$ cat config.mk
export PLATFORM = sky130hd
export DESIGN_NAME = ppm_ascii_token_parser_flat
export DESIGN_NICKNAME = d
export VERILOG_FILES = /design/src/design/ppm_pkg.sv /design/src/design/ppm_in_if.sv /design/src/design/ppm_out_if.sv /design/src/design/ppm_ascii_token_parser.sv /design/src/design/ppm_char_dec.sv /design/src/flat_wrapper.sv
export SDC_FILE = /design/constraint.sdc
export NUM_CORES = 1
export LEC_CHECK = 0
export BUFFER_PORTS_ARGS = -buffer_cell sky130_fd_sc_hd__buf_4
export CAP_MARGIN = 15
export CORE_ASPECT_RATIO = 0.7
export CORE_UTILIZATION = 56
export DETAILED_ROUTE_END_ITERATION = 12
export GPL_TIMING_DRIVEN = 1
export PLACE_DENSITY = 0.82
export SYNTH_ARGS = -nofsm -noshare
export SYNTH_HDL_FRONTEND = slang
export SYNTH_SLANG_ARGS = --single-unit
$ cat constraint.sdc
create_clock -name clk -period 4.2 [get_ports clk]
set_clock_uncertainty 0.1 [all_clocks]
set_input_delay 0.84 -clock clk [delete_from_list [all_inputs] [get_ports clk]]
set_output_delay 0.84 -clock clk [all_outputs]
set_load 0.1 [all_outputs]
$ cat src/design/ppm_pkg.sv
`default_nettype none

package ppm_pkg;

    // Payload widths fixed by the stream format
    localparam int BYTE_W  = 8;
    localparam int VALUE_W = 24;
    localparam int KIND_W  = 3;
    localparam int ERR_W   = 3;

    // Longest number is MAX_DIGIT_SLOTS-1 digits
    localparam int MAX_DIGIT_SLOTS_DEF = 8;

    // Characters of interest
    localparam logic [BYTE_W-1:0] CH_ZERO    = 8'h30;
    localparam logic [BYTE_W-1:0] CH_NINE    = 8'h39;
    localparam logic [BYTE_W-1:0] CH_P       = 8'h50;
    localparam logic [BYTE_W-1:0] CH_THREE   = 8'h33;
    localparam logic [BYTE_W-1:0] CH_NEWLINE = 8'h0A;
    localparam logic [BYTE_W-1:0] CH_HASH    = 8'h23;
    localparam logic [BYTE_W-1:0] CH_SPACE   = 8'h20;
    localparam logic [BYTE_W-1:0] CH_TAB     = 8'h09;
    localparam logic [BYTE_W-1:0] CH_CR      = 8'h0D;

    // Result kinds
    localparam logic [KIND_W-1:0] KIND_WIDTH  = 3'd0;
    localparam logic [KIND_W-1:0] KIND_HEIGHT = 3'd1;
    localparam logic [KIND_W-1:0] KIND_MAXVAL = 3'd2;
    localparam logic [KIND_W-1:0] KIND_RED    = 3'd3;
    localparam logic [KIND_W-1:0] KIND_GREEN  = 3'd4;
    localparam logic [KIND_W-1:0] KIND_BLUE   = 3'd5;

    // Error codes
    localparam logic [ERR_W-1:0] ERR_NONE  = 3'd0;
    localparam logic [ERR_W-1:0] ERR_MAGIC = 3'd1;
    localparam logic [ERR_W-1:0] ERR_END   = 3'd2;
    localparam logic [ERR_W-1:0] ERR_CHAR  = 3'd3;
    localparam logic [ERR_W-1:0] ERR_LONG  = 3'd4;

    typedef enum logic [2:0] {
        PH_MAGIC_P,
        PH_MAGIC_3,
        PH_GAP,
        PH_COMMENT,
        PH_NUMBER,
        PH_DONE,
        PH_FAILED
    } phase_t;

    typedef struct packed {
        logic       is_digit;
        logic       is_space;
        logic       is_hash;
        logic       is_newline;
        logic [3:0] digit;
    } char_class_t;

endpackage

`default_nettype wire

$ cat src/design/ppm_in_if.sv
`default_nettype none

interface ppm_in_if;
    import ppm_pkg::*;

    logic              valid;
    logic              ready;
    logic [BYTE_W-1:0] byte_req;
    logic              end_of_stream;

    modport source (output valid, byte_req, end_of_stream, input ready);
    modport sink   (input valid, byte_req, end_of_stream, output ready);
endinterface

`default_nettype wire

$ cat src/design/ppm_out_if.sv
`default_nettype none

interface ppm_out_if;
    import ppm_pkg::*;

    logic               valid;
    logic               ready;
    logic [VALUE_W-1:0] value;
    logic [KIND_W-1:0]  kind;
    logic [ERR_W-1:0]   error;
    logic               last;

    modport source (output valid, value, kind, error, last, input ready);
    modport sink   (input valid, value, kind, error, last, output ready);
endinterface

`default_nettype wire

$ cat src/design/ppm_ascii_token_parser.sv
`default_nettype none

// Plain PPM (P3) token parser. One character item enters per cycle on
// in_ch while in_ch.ready is high; each item is registered, then decoded
// in a single pass of short logic (a digit classifier, a times-ten
// accumulate built from two shifts and adds, and a 24-bit increment and
// compare for the pixel counters) into an output register on out_ch.
// Throughput is one item per clock while out_ch is not stalled; the result
// of an item passes the input register, then the output register. The output
// register and the input register part the two sides: a new item is taken
// while a finished result still waits, and ready only drops when both
// registers are full and out_ch is stalled. Results are width, height,
// maxval, then red, green, blue per pixel; the final blue (or maxval, for an
// empty image) has last set. Any error is reported once as a result with a
// nonzero error code, value zero and last set, and the parser then ignores
// all further input until reset. Numbers hold at most MAX_DIGIT_SLOTS-1
// digits.
module ppm_ascii_token_parser #(
    parameter int MAX_DIGIT_SLOTS = ppm_pkg::MAX_DIGIT_SLOTS_DEF
) (
    input  wire logic clk,
    input  wire logic rst_n,
    ppm_in_if.sink    in_ch,
    ppm_out_if.source out_ch
);
    import ppm_pkg::*;

    localparam int DC_W = $clog2(MAX_DIGIT_SLOTS);

    // Input register
    logic              in_valid_reg;
    logic [BYTE_W-1:0] in_byte_reg;
    logic              in_eos_reg;

    // Output register
    logic               out_valid_reg;
    logic [VALUE_W-1:0] out_value_reg;
    logic [KIND_W-1:0]  out_kind_reg;
    logic [ERR_W-1:0]   out_error_reg;
    logic               out_last_reg;

    // Parser state
    phase_t             phase_reg,  phase_next;
    logic [DC_W-1:0]    dcnt_reg,   dcnt_next;
    logic [VALUE_W-1:0] acc_reg,    acc_next;
    logic [KIND_W-1:0]  field_reg,  field_next;
    logic [VALUE_W-1:0] width_reg,  width_next;
    logic [VALUE_W-1:0] height_reg, height_next;
    logic [VALUE_W-1:0] col_reg,    col_next;
    logic [VALUE_W-1:0] row_reg,    row_next;

    // Result of the item in the input register
    logic               res_valid;
    logic [VALUE_W-1:0] res_value;
    logic [KIND_W-1:0]  res_kind;
    logic [ERR_W-1:0]   res_error;
    logic               res_last;

    logic        proc;
    char_class_t cls;

    // Digit path helpers
    logic [DC_W-1:0]    dig_base_cnt;
    logic [VALUE_W-1:0] dig_base_acc;
    logic [DC_W:0]      dig_cnt_inc;
    logic [VALUE_W-1:0] dig_acc_mul;
    logic [VALUE_W-1:0] col_inc;
    logic [VALUE_W-1:0] row_inc;

    ppm_char_dec u_char_dec (
        .ch  (in_byte_reg),
        .cls (cls)
    );

    // The registered item is processed whenever the output slot is free
    // or being emptied this cycle.
    assign proc        = in_valid_reg && (!out_valid_reg || out_ch.ready);
    assign in_ch.ready = !in_valid_reg || proc;

    assign out_ch.valid = out_valid_reg;
    assign out_ch.value = out_value_reg;
    assign out_ch.kind  = out_kind_reg;
    assign out_ch.error = out_error_reg;
    assign out_ch.last  = out_last_reg;

    // A digit in the gap starts a fresh number
    assign dig_base_cnt = (phase_reg == PH_NUMBER) ? dcnt_reg : '0;
    assign dig_base_acc = (phase_reg == PH_NUMBER) ? acc_reg  : '0;
    assign dig_cnt_inc  = {1'b0, dig_base_cnt} + {{DC_W{1'b0}}, 1'b1};
    // acc*10 + digit, as (acc<<3) + (acc<<1) + digit, wrapping at 24 bits
    assign dig_acc_mul  = {dig_base_acc[VALUE_W-4:0], 3'b000}
                        + {dig_base_acc[VALUE_W-2:0], 1'b0}
                        + {{(VALUE_W-4){1'b0}}, cls.digit};

    assign col_inc = col_reg + VALUE_W'(1);
    assign row_inc = row_reg + VALUE_W'(1);

    always_comb
    begin
        phase_next  = phase_reg;
        dcnt_next   = dcnt_reg;
        acc_next    = acc_reg;
        field_next  = field_reg;
        width_next  = width_reg;
        height_next = height_reg;
        col_next    = col_reg;
        row_next    = row_reg;
        res_valid   = 1'b0;
        res_value   = '0;
        res_kind    = field_reg;
        res_error   = ERR_NONE;
        res_last    = 1'b0;

        if (proc)
        begin
            case (phase_reg)
                PH_MAGIC_P:
                begin
                    if (in_eos_reg || (in_byte_reg != CH_P))
                    begin
                        phase_next = PH_FAILED;
                        res_valid  = 1'b1;
                        res_error  = ERR_MAGIC;
                        res_last   = 1'b1;
                    end
                    else
                    begin
                        phase_next = PH_MAGIC_3;
                    end
                end
                PH_MAGIC_3:
                begin
                    if (in_eos_reg || (in_byte_reg != CH_THREE))
                    begin
                        phase_next = PH_FAILED;
                        res_valid  = 1'b1;
                        res_error  = ERR_MAGIC;
                        res_last   = 1'b1;
                    end
                    else
                    begin
                        phase_next = PH_GAP;
                    end
                end
                PH_COMMENT:
                begin
                    if (in_eos_reg)
                    begin
                        phase_next = PH_FAILED;
                        res_valid  = 1'b1;
                        res_error  = ERR_END;
                        res_last   = 1'b1;
                    end
                    else if (cls.is_newline)
                    begin
                        phase_next = PH_GAP;
                    end
                end
                PH_GAP,
                PH_NUMBER:
                begin
                    if (!in_eos_reg && cls.is_digit)
                    begin
                        // digit: extend the number or report it too long
                        if (dig_cnt_inc >= (DC_W+1)'(MAX_DIGIT_SLOTS))
                        begin
                            phase_next = PH_FAILED;
                            res_valid  = 1'b1;
                            res_error  = ERR_LONG;
                            res_last   = 1'b1;
                        end
                        else
                        begin
                            dcnt_next  = dig_cnt_inc[DC_W-1:0];
                            acc_next   = dig_acc_mul;
                            phase_next = PH_NUMBER;
                        end
                    end
                    else if (phase_reg == PH_GAP)
                    begin
                        if (in_eos_reg)
                        begin
                            phase_next = PH_FAILED;
                            res_valid  = 1'b1;
                            res_error  = ERR_END;
                            res_last   = 1'b1;
                        end
                        else if (cls.is_hash)
                        begin
                            phase_next = PH_COMMENT;
                        end
                        else if (!cls.is_space)
                        begin
                            phase_next = PH_FAILED;
                            res_valid  = 1'b1;
                            res_error  = ERR_CHAR;
                            res_last   = 1'b1;
                        end
                    end
                    else
                    begin
                        // terminator (or end of stream) closes the number
                        res_valid  = 1'b1;
                        res_value  = acc_reg;
                        acc_next   = '0;
                        dcnt_next  = '0;
                        phase_next = PH_GAP;
                        case (field_reg)
                            KIND_WIDTH:
                            begin
                                width_next = acc_reg;
                                field_next = KIND_HEIGHT;
                            end
                            KIND_HEIGHT:
                            begin
                                height_next = acc_reg;
                                field_next  = KIND_MAXVAL;
                            end
                            KIND_MAXVAL:
                            begin
                                field_next = KIND_RED;
                                // empty image ends at maxval
                                if ((width_reg == '0) || (height_reg == '0))
                                begin
                                    res_last   = 1'b1;
                                    phase_next = PH_DONE;
                                end
                            end
                            KIND_RED:
                            begin
                                field_next = KIND_GREEN;
                            end
                            KIND_GREEN:
                            begin
                                field_next = KIND_BLUE;
                            end
                            default:
                            begin
                                res_kind   = KIND_BLUE;
                                field_next = KIND_RED;
                                if (col_inc >= width_reg)
                                begin
                                    col_next = '0;
                                    row_next = row_inc;
                                    if (row_inc >= height_reg)
                                    begin
                                        res_last   = 1'b1;
                                        phase_next = PH_DONE;
                                    end
                                end
                                else
                                begin
                                    col_next = col_inc;
                                end
                            end
                        endcase
                    end
                end
                default:
                begin
                    // done or failed: swallow input
                end
            endcase
        end
    end

    always_ff @(posedge clk or negedge rst_n)
    begin
        if (!rst_n)
        begin
            phase_reg  <= PH_MAGIC_P;
            dcnt_reg   <= '0;
            acc_reg    <= '0;
            field_reg  <= KIND_WIDTH;
            width_reg  <= '0;
            height_reg <= '0;
            col_reg    <= '0;
            row_reg    <= '0;
        end
        else
        begin
            phase_reg  <= phase_next;
            dcnt_reg   <= dcnt_next;
            acc_reg    <= acc_next;
            field_reg  <= field_next;
            width_reg  <= width_next;
            height_reg <= height_next;
            col_reg    <= col_next;
            row_reg    <= row_next;
        end
    end

    // Input register
    always_ff @(posedge clk or negedge rst_n)
    begin
        if (!rst_n)
        begin
            in_valid_reg <= 1'b0;
        end
        else if (in_ch.ready)
        begin
            in_valid_reg <= in_ch.valid;
        end
    end

    always_ff @(posedge clk)
    begin
        if (in_ch.valid && in_ch.ready)
        begin
            in_byte_reg <= in_ch.byte_req;
            in_eos_reg  <= in_ch.end_of_stream;
        end
    end

    // Output register
    always_ff @(posedge clk or negedge rst_n)
    begin
        if (!rst_n)
        begin
            out_valid_reg <= 1'b0;
        end
        else if (proc)
        begin
            out_valid_reg <= res_valid;
        end
        else if (out_ch.ready)
        begin
            out_valid_reg <= 1'b0;
        end
    end

    always_ff @(posedge clk)
    begin
        if (proc && res_valid)
        begin
            out_value_reg <= res_value;
            out_kind_reg  <= res_kind;
            out_error_reg <= res_error;
            out_last_reg  <= res_last;
        end
    end

    // Every error result closes the stream
    a_err_last: assert property (@(posedge clk) disable iff (!rst_n)
        (out_valid_reg && (out_error_reg != ERR_NONE)) |-> out_last_reg)
        else $error("error result without last");

    // Entering the failed phase always leaves an error result waiting
    a_fail_reported: assert property (@(posedge clk) disable iff (!rst_n)
        $rose(phase_reg == PH_FAILED) |-> (out_valid_reg && (out_error_reg != ERR_NONE)))
        else $error("failure without error result");

    // Once finished or failed, no further result is produced
    a_quiet_after_end: assert property (@(posedge clk) disable iff (!rst_n)
        ((phase_reg == PH_DONE) || (phase_reg == PH_FAILED)) |-> !res_valid)
        else $error("result after end of image or error");

    // Digit count always stays below MAX_DIGIT_SLOTS
    a_dcnt_range: assert property (@(posedge clk) disable iff (!rst_n)
        ({1'b0, dcnt_reg} < (DC_W+1)'(MAX_DIGIT_SLOTS)))
        else $error("digit count overflow");

endmodule

`default_nettype wire

$ cat src/design/ppm_char_dec.sv
`default_nettype none

// Character classifier: digit, whitespace, comment start, newline.
module ppm_char_dec (
    input  wire logic [ppm_pkg::BYTE_W-1:0] ch,
    output ppm_pkg::char_class_t           cls
);
    import ppm_pkg::*;

    logic [BYTE_W-1:0] diff;

    always_comb
    begin
        diff           = ch - CH_ZERO;
        cls.is_digit   = (ch >= CH_ZERO) && (ch <= CH_NINE);
        cls.is_space   = (ch == CH_SPACE) || ((ch >= CH_TAB) && (ch <= CH_CR));
        cls.is_hash    = (ch == CH_HASH);
        cls.is_newline = (ch == CH_NEWLINE);
        cls.digit      = diff[3:0];
    end

endmodule

`default_nettype wire
$ cat src/flat_wrapper.sv
// flat-port wrapper written by rule: the top's interface ports become plain ports
module ppm_ascii_token_parser_flat import ppm_pkg::*;
#(
    parameter int MAX_DIGIT_SLOTS = ppm_pkg::MAX_DIGIT_SLOTS_DEF
)
  (clk, rst_n, in_ch_valid, in_ch_byte_req, in_ch_end_of_stream, in_ch_ready, out_ch_valid, out_ch_value, out_ch_kind, out_ch_error, out_ch_last, out_ch_ready);
  ppm_in_if in_ch_i ();
  ppm_out_if out_ch_i ();
  input  wire logic clk;
  input  wire logic rst_n;
  input wire logic [$bits(in_ch_i.valid)-1:0] in_ch_valid;
  input wire logic [$bits(in_ch_i.byte_req)-1:0] in_ch_byte_req;
  input wire logic [$bits(in_ch_i.end_of_stream)-1:0] in_ch_end_of_stream;
  output wire logic [$bits(in_ch_i.ready)-1:0] in_ch_ready;
  output wire logic [$bits(out_ch_i.valid)-1:0] out_ch_valid;
  output wire logic [$bits(out_ch_i.value)-1:0] out_ch_value;
  output wire logic [$bits(out_ch_i.kind)-1:0] out_ch_kind;
  output wire logic [$bits(out_ch_i.error)-1:0] out_ch_error;
  output wire logic [$bits(out_ch_i.last)-1:0] out_ch_last;
  input wire logic [$bits(out_ch_i.ready)-1:0] out_ch_ready;
  assign in_ch_i.valid = in_ch_valid;
  assign in_ch_i.byte_req = in_ch_byte_req;
  assign in_ch_i.end_of_stream = in_ch_end_of_stream;
  assign in_ch_ready = in_ch_i.ready;
  assign out_ch_valid = out_ch_i.valid;
  assign out_ch_value = out_ch_i.value;
  assign out_ch_kind = out_ch_i.kind;
  assign out_ch_error = out_ch_i.error;
  assign out_ch_last = out_ch_i.last;
  assign out_ch_i.ready = out_ch_ready;
  ppm_ascii_token_parser #(.MAX_DIGIT_SLOTS(MAX_DIGIT_SLOTS)) u_core (.clk(clk), .rst_n(rst_n), .in_ch(in_ch_i), .out_ch(out_ch_i));
endmodule
==> results of run 1 <==
==> routing by layer <==
layer	wire, um	up-vias	part of all wire
met5	0	-	0
met4	323	0	0.012
met3	1960	33	0.075
met2	11500	332	0.44
met1	12300	4070	0.47
li1	-	3897	-
==> final cells by class <==
cell class / instances / area [um2] / area share
clock buffers: 19 / 433 / 0.0364
clock inverters: 13 / 123 / 0.0103
inverters: 70 / 263 / 0.0221
well taps: 242 / 303 / 0.0254
multi-input cells: 796 / 5820 / 0.489
flip-flops and latches: 171 / 4480 / 0.376
repair buffers: 62 / 490 / 0.0412
==> report_power, final <==
part | leakage (nW) | total [mW] | internal [mW] | switching, mW
clock | 0.265 | 1.52 | 0.785 | 0.734
sequential | 2.17 | 2.17 | 1.99 | 0.185
combinational | 3.17 | 1.83 | 0.483 | 1.35
==> worst max path at each step <==
| stage | from | endpoint | slack, ns | cells after the start |
|---|---|---|---|---|
| 5_1_grt | u_core.row_reg[0]$_DFFE_PN0P_ | u_core.out_ch.last$_SDFFCE_PN0P_ | 0.02 | 15 |
| 3_5_place_dp | u_core.col_reg[2]$_DFFE_PN0P_ | u_core.col_reg[0]$_DFFE_PN0P_ | 0.32 | 14 |
| 6_report | u_core.col_reg[2]$_DFFE_PN0P_ | u_core.col_reg[0]$_DFFE_PN0P_ | 0.25 | 14 |
| 3_3_place_gp | u_core.col_reg[2]$_DFFE_PN0P_ | u_core.col_reg[0]$_DFFE_PN0P_ | 0.44 | 14 |
| 2_1_floorplan | u_core.phase_reg[2]$_DFFE_PN0P_ | u_core.acc_reg[22]$_DFFE_PN0P_ | 0.70 | 14 |
| 4_1_cts | u_core.col_reg[2]$_DFFE_PN0P_ | u_core.col_reg[0]$_DFFE_PN0P_ | 0.27 | 14 |
==> stage by stage <==
step	total power, mW	hold WS (ns)	setup slack, ns	cell area, um2	cells
finish	5.52	0.330	0.255	11900	1373
global route	5.77	0.386	0.0175	11900	1373
CTS	5.53	0.357	0.268	11900	1373
detailed placement	4.00	0.367	0.317	11400	1341
global placement	3.95	0.362	0.444	11400	1341
floorplan	3.51	0.345	0.700	10800	1076
==> cell usage after synthesis, types with 9 or more instances <==
cell type	instances
dfrtp_1	131
nand2_1	103
ha_1	93
o21ai_0	74
inv_1	70
and2_1	54
nand3_1	48
xnor2_1	47
nor2_1	44
edfxtp_1	40
a21oi_1	34
xor2_1	33
and3_1	23
mux2_4	20
nand3_2	19
buf_2	17
nand4_1	16
nor4_1	13
clkbuf_1	12
nand2b_1	10
nor3_1	10
o21ai_1	10
a22o_1	9
==> logic make-up after synthesis <==
| family | synth area share |
|---|---|
| AOI/OAI and AO/OA | 0.117 |
| xor gates and xnor gates | 0.0651 |
| adders and majority gates | 0.112 |
| buffers and inverters | 0.0446 |
| DFF | 0.416 |
| muxes | 0.0372 |
| and+or+nand+nor | 0.208 |
==> impl_results.md, run 1 <==
- Grt met1 use: 0.413
- Max_slew headroom: 0.332
- Worst Path Buf+Inv: 2
- Yosys reg bits: 171
- Area of the mapped netlist: 10800 um2
- Initial DRC Count: 798
- Max clock buf depth: 2
- Antenna violations before repair: 1
- Setup TNS: 0 ns
- Crit path launch type: flop
- Post-route DRC: 0
- Largest net degree at the start of global routing: 61
- DRT Wirelength: 26000 um
- Die area: 19800 um2
- R2R cell count: 14
- Crit-path cells: and3_1 -> nand4_2 -> inv_1 -> and3_1 -> xor2_1 -> ha_1 -> and4_1 -> nor3b_1 -> a22oi_1 -> a21oi_1 -> or3_2 -> buf_4 -> nor2_8 -> mux2_2
- CP delay by family, top: simple AND/OR/NAND/NOR gates
- DR vias/cell: 6.07
- Drt pass-1 iters: 5
- Mapped Avg Cell Area: 10.0 um2
- Top FF cell, synth: dfrtp_1
- Ys async rst share: 0.766
- Layout Utilization: 0.631
- Post-synth EDFFs: 40
- Max frequency: 253 MHz
- Root Buffer: clkbuf_16
- First-pass GRT wire length: 42500 um
- Top cells by area, synth: dfrtp_1 (30%), edfxtp_1 (11%), ha_1 (11%)
- Share of cells above drive strength 1: 0.157
- PD cells: 464 nW/um2
- Clock transition at path regs: 0.08 ns
- Port Buf Inserts: 45
- # diodes: 0
- Post-CTS sizing: 0
- Die Ht: 118 um
- CORE AREA: 18900 um2
- Hold crit path type: input port to asynchronous set/reset pin
- GRT Total Usage: 0.276
- Worst r2r dst: u_core.col_reg[0]$_DFFE_PN0P_
- Post-Syn Instances: 1076
- Filler instances: 1490
- Max Slew Vio Count: 0
- Clock latency at the later pin of the worst-skew pair: 0.44 ns
- Die W: 168 um
- Clock sink count: 171
- Worst Path Required: 4.47 ns
- Synth warn: 0
- CTS tree: built
- Routed vias: 8332
- Arrival @ worst endpoint: 4.21 ns
- Num rows: 42
- Post-synth top area cell: dfrtp_1
- Commonest non-fill, non-tap cell in the layout: dfrtp_1
- Synth unique cells: 76
- Met3 Use GR: 0.0521
- FF-to-FF Start: u_core.col_reg[2]$_DFFE_PN0P_
- # nets final: 1226
- Setup violators final: 0
- Nature of the critical path endpoint: flop
- Cts bufs inserted: 17
- Total grt overflow: 0
- Syn-to-layout area delta: 10.6%
- Fin crit share: 0.939
- Worst path slowest cell: or3_2
- Routability cong.: 0.965
- Max capacitance violation total: 0
- Vias in the first global route: 7944
- Number of setup buffers added after CTS: 0
- Syn Nets: 1184
- Initial Utilization: 0.571
- Count of final hold-check violations: 0
- Share of the synthesized area in the top cell type: 0.305
- Largest stage delay, worst path: 0.59 ns
- DR WL/cell: 18.9 um
- Critical Setup Path Class: flop to flop
- Met2 Use GR: 0.415
- Critical path's most frequent cell: and3_1
- Worst-case vdd ir drop: 414 uV
- R2r setup slk: 0.25 ns
- Commonest non-fill, non-tap cells in the layout: dfrtp_1 (131), nand2_1 (103), ha_1 (93), o21ai_0 (74), inv_1 (70)
- DRT antenna net count: 0
- Pleak: 5.61 nW
- Layer with the highest usage: met2
- Register area share after synthesis: 0.416
- Crit path time final: 3.95 ns
- Worst Max-Slew Pin Slew: 1.00 ns
- Status: finished clean
- Detailed placement HPWL: 18900 um
- Cts hold-fix bufs: 0
- IO Pins: 46
- Unrepaired setup endpoints after global routing: no
- CP Max Fanout: 13
- Number of H-tree levels: 4
No activity file was read; power rests on OpenSTA's default activity.
==> run 2: changes to the inputs <==
CORE_ASPECT_RATIO = default   (was 0.7)
==> impl_results.md, run 2 (same netlist as run 1, synthesis figures left out) <==
- Fin crit share: 0.914 (-0.0252)
- Count of final hold-check violations: 0 (unchanged)
- Drt pass-1 iters: 7 (+2)
- Combinational power share: 0.319 (-0.012)
- Critical Setup Path Class: flop to flop
- DRT Wirelength: 24500 um (-5.6%)
- CORE AREA: 18800 um2 (-0.52%)
- DRT antenna net count: 0 (unchanged)
- Worst Max-Slew Pin Slew: 0.995 ns (-0.00632 ns)
- Seq pwr share: 0.383 (-0.011)
- Final Non-Filler Cells: 1365 (-0.58%)
- Sw Share: 0.386 (-0.0241)
- Crit path time final: 3.84 ns (-0.106 ns)
- Crit path launch type: flop
- Setup violators final: 0 (unchanged)
- Unrepaired setup endpoints after global routing: no
- Number of H-tree levels: 4 (unchanged)
- Die Ht: 141 um (+19%)
- Arrival @ worst endpoint: 4.11 ns (-0.10 ns)
- Placed cells: 1333 (-0.60%)
- Filler instances: 1447 (-2.9%)
- Initial Utilization: 0.573 (+0.00297)
- Setup TNS: 0 ns (unchanged)
- Status: finished clean
- Commonest non-fill, non-tap cells in the layout: dfrtp_1 (131), nand2_1 (103), ha_1 (93), o21ai_0 (74), inv_1 (70)
- Clock power frac: 0.298 (+0.023)
- Worst Path Required: 4.47 ns (about the same)
- Commonest non-fill, non-tap cell in the layout: dfrtp_1
- CTS tree: built
- IO Pins: 46 (unchanged)
- Worst-case vdd ir drop: 519 uV (+25%)
- Grt met1 use: 0.334 (-0.0789)
- Largest net degree at the start of global routing: 60 (-1.6%)
- FF-to-FF Start: u_core.phase_reg[0]$_DFFE_PN0P_
- # nets final: 1226 (unchanged)
- Nature of the critical path endpoint: flop
- First-pass GRT wire length: 39900 um (-6.3%)
- Port Buf Inserts: 45 (unchanged)
- Share of cells above drive strength 1: 0.156 (-0.000884)
- Net switching power: 2.18 mW (-3.6%)
- Internal power: 3.47 mW (+6.6%)
- Cts bufs inserted: 17 (unchanged)
- Max Slew Vio Count: 0 (unchanged)
- Cts hold-fix bufs: 0 (unchanged)
- Max capacitance violation total: 0 (unchanged)
- PD cells: 473 nW/um2 (+1.9%)
- Hold_ws: 0.320 ns (-0.0102 ns)
- Met3 Use GR: 0.0564 (+0.00427)
- Routability cong.: 0.905 (-6.2%)
- Detailed placement HPWL: 17500 um (-7.3%)
- Clock transition at path regs: 0.07 ns (about the same)
- GRT Total Usage: 0.259 (-0.0167)
- Root Buffer: clkbuf_16
- Routed vias: 8220 (-1.3%)
- Clock sink count: 171 (unchanged)
- Number of setup buffers added after CTS: 0 (unchanged)
- CP startpoint: u_core.phase_reg[0]$_DFFE_PN0P_
- Initial DRC Count: 509 (-36%)
- Vias in the first global route: 7879 (-0.82%)
- Die W: 141 um (-16%)
- Post-route DRC: 0 (unchanged)
- Max_slew headroom: 0.335 (+0.00261)
- Max clock buf depth: 2 (unchanged)
- Die area: 19800 um2 (about the same)
- Layer with the highest usage: met2
- Total grt overflow: 0 (unchanged)
- Met2 Use GR: 0.430 (+0.0151)
- Post-CTS sizing: 0 (unchanged)
- Max frequency: 260 MHz (+2.8%)
- Antenna violations before repair: 0 (-1)
- Syn-to-layout area delta: 11.2%
- CP Max Fanout: 14 (+1)
- DR vias/cell: 6.02 (-0.77%)
- Num rows: 50 (+19%)
- # diodes: 0 (unchanged)
- Clock latency at the later pin of the worst-skew pair: 0.44 ns (about the same)
- DR WL/cell: 18.0 um (-5.1%)
- Pleak: 5.63 nW (+0.48%)
- Hold crit path type: input port to asynchronous set/reset pin
==> run 2: changes by cell type in the layout (fill, tap and decap cells not counted), sizes merged <==
cell,change
clkinv,+1
bufinv,+4
inv,-5
==> run 2: power groups by stage <==
stage / Sequential (mW) / Clock [mW] / Combinational, mW
2_1_floorplan: 2.75 / 0 / 0.763
4_1_cts: 2.17 / 1.70 / 1.80
3_3_place_gp: 2.18 / 0 / 1.74
5_1_grt: 2.20 / 1.77 / 1.93
6_report: 2.17 / 1.68 / 1.80
3_5_place_dp: 2.19 / 0 / 1.79
==> run 2: layer usage <==
| metal | share of wire | up-vias | wire length [um] |
|---|---|---|---|
| met2 | 0.49 | 244 | 11900 |
| li1 | - | 3894 | - |
| met5 | 0 | - | 0 |
| met1 | 0.43 | 4038 | 10600 |
| met4 | 0.022 | 0 | 531 |
| met3 | 0.059 | 44 | 1460 |
==> run 2: path summary, 6_finish.rpt <==
kind | endpoint | slack [ns] | depth (start not counted)
worst min register to register | u_core.row_reg[22]$_DFFE_PN0P_ | 0.37 | 1
max in group asynchronous | u_core.row_reg[2]$_DFFE_PN0P_ | 2.83 | 2
worst max register to register | u_core.acc_reg[22]$_DFFE_PN0P_ | 0.36 | 13
worst min-delay path | u_core.out_ch.valid$_DFFE_PN0P_ | 0.32 | 1
worst max-delay path | u_core.acc_reg[22]$_DFFE_PN0P_ | 0.36 | 13
min in group clk | u_core.row_reg[22]$_DFFE_PN0P_ | 0.37 | 1
==> run 2: layout make-up <==
cell class              count  area, um2  area share
repair buffers             62        490      0.0410
flip-flops and latches    171       4480       0.374
well taps                 234        293      0.0245
clock inverters            13        190      0.0159
inverters                  70        263      0.0220
clock buffers              19        433      0.0362
multi-input cells         796       5820       0.486
==> run 2: stage by stage <==
step / cell area [um2] / setup WS, ns / total power [mW] / utilization
CTS: 12000 / 0.330 / 5.66 / 0.638
detailed placement: 11300 / 0.352 / 3.98 / 0.604
finish: 12000 / 0.360 / 5.66 / 0.638
global placement: 11300 / 0.427 / 3.92 / 0.604
global route: 12000 / 0.0816 / 5.90 / 0.638
floorplan: 10800 / 0.700 / 3.51 / -
==> run 2: worst max-delay path: stages (launching register included) <==
cell and delay [ns]:
dfrtp_1 0.52, nor3b_2 0.10, buf_4 0.19, and2_1 0.20
fa_1 0.55, inv_1 0.07, fa_1 0.45, nor2b_1 0.16
o31a_1 0.21, o211ai_1 0.13, a21boi_0 0.35, o21ai_0 0.19
or4_1 0.48, nand3_1 0.07
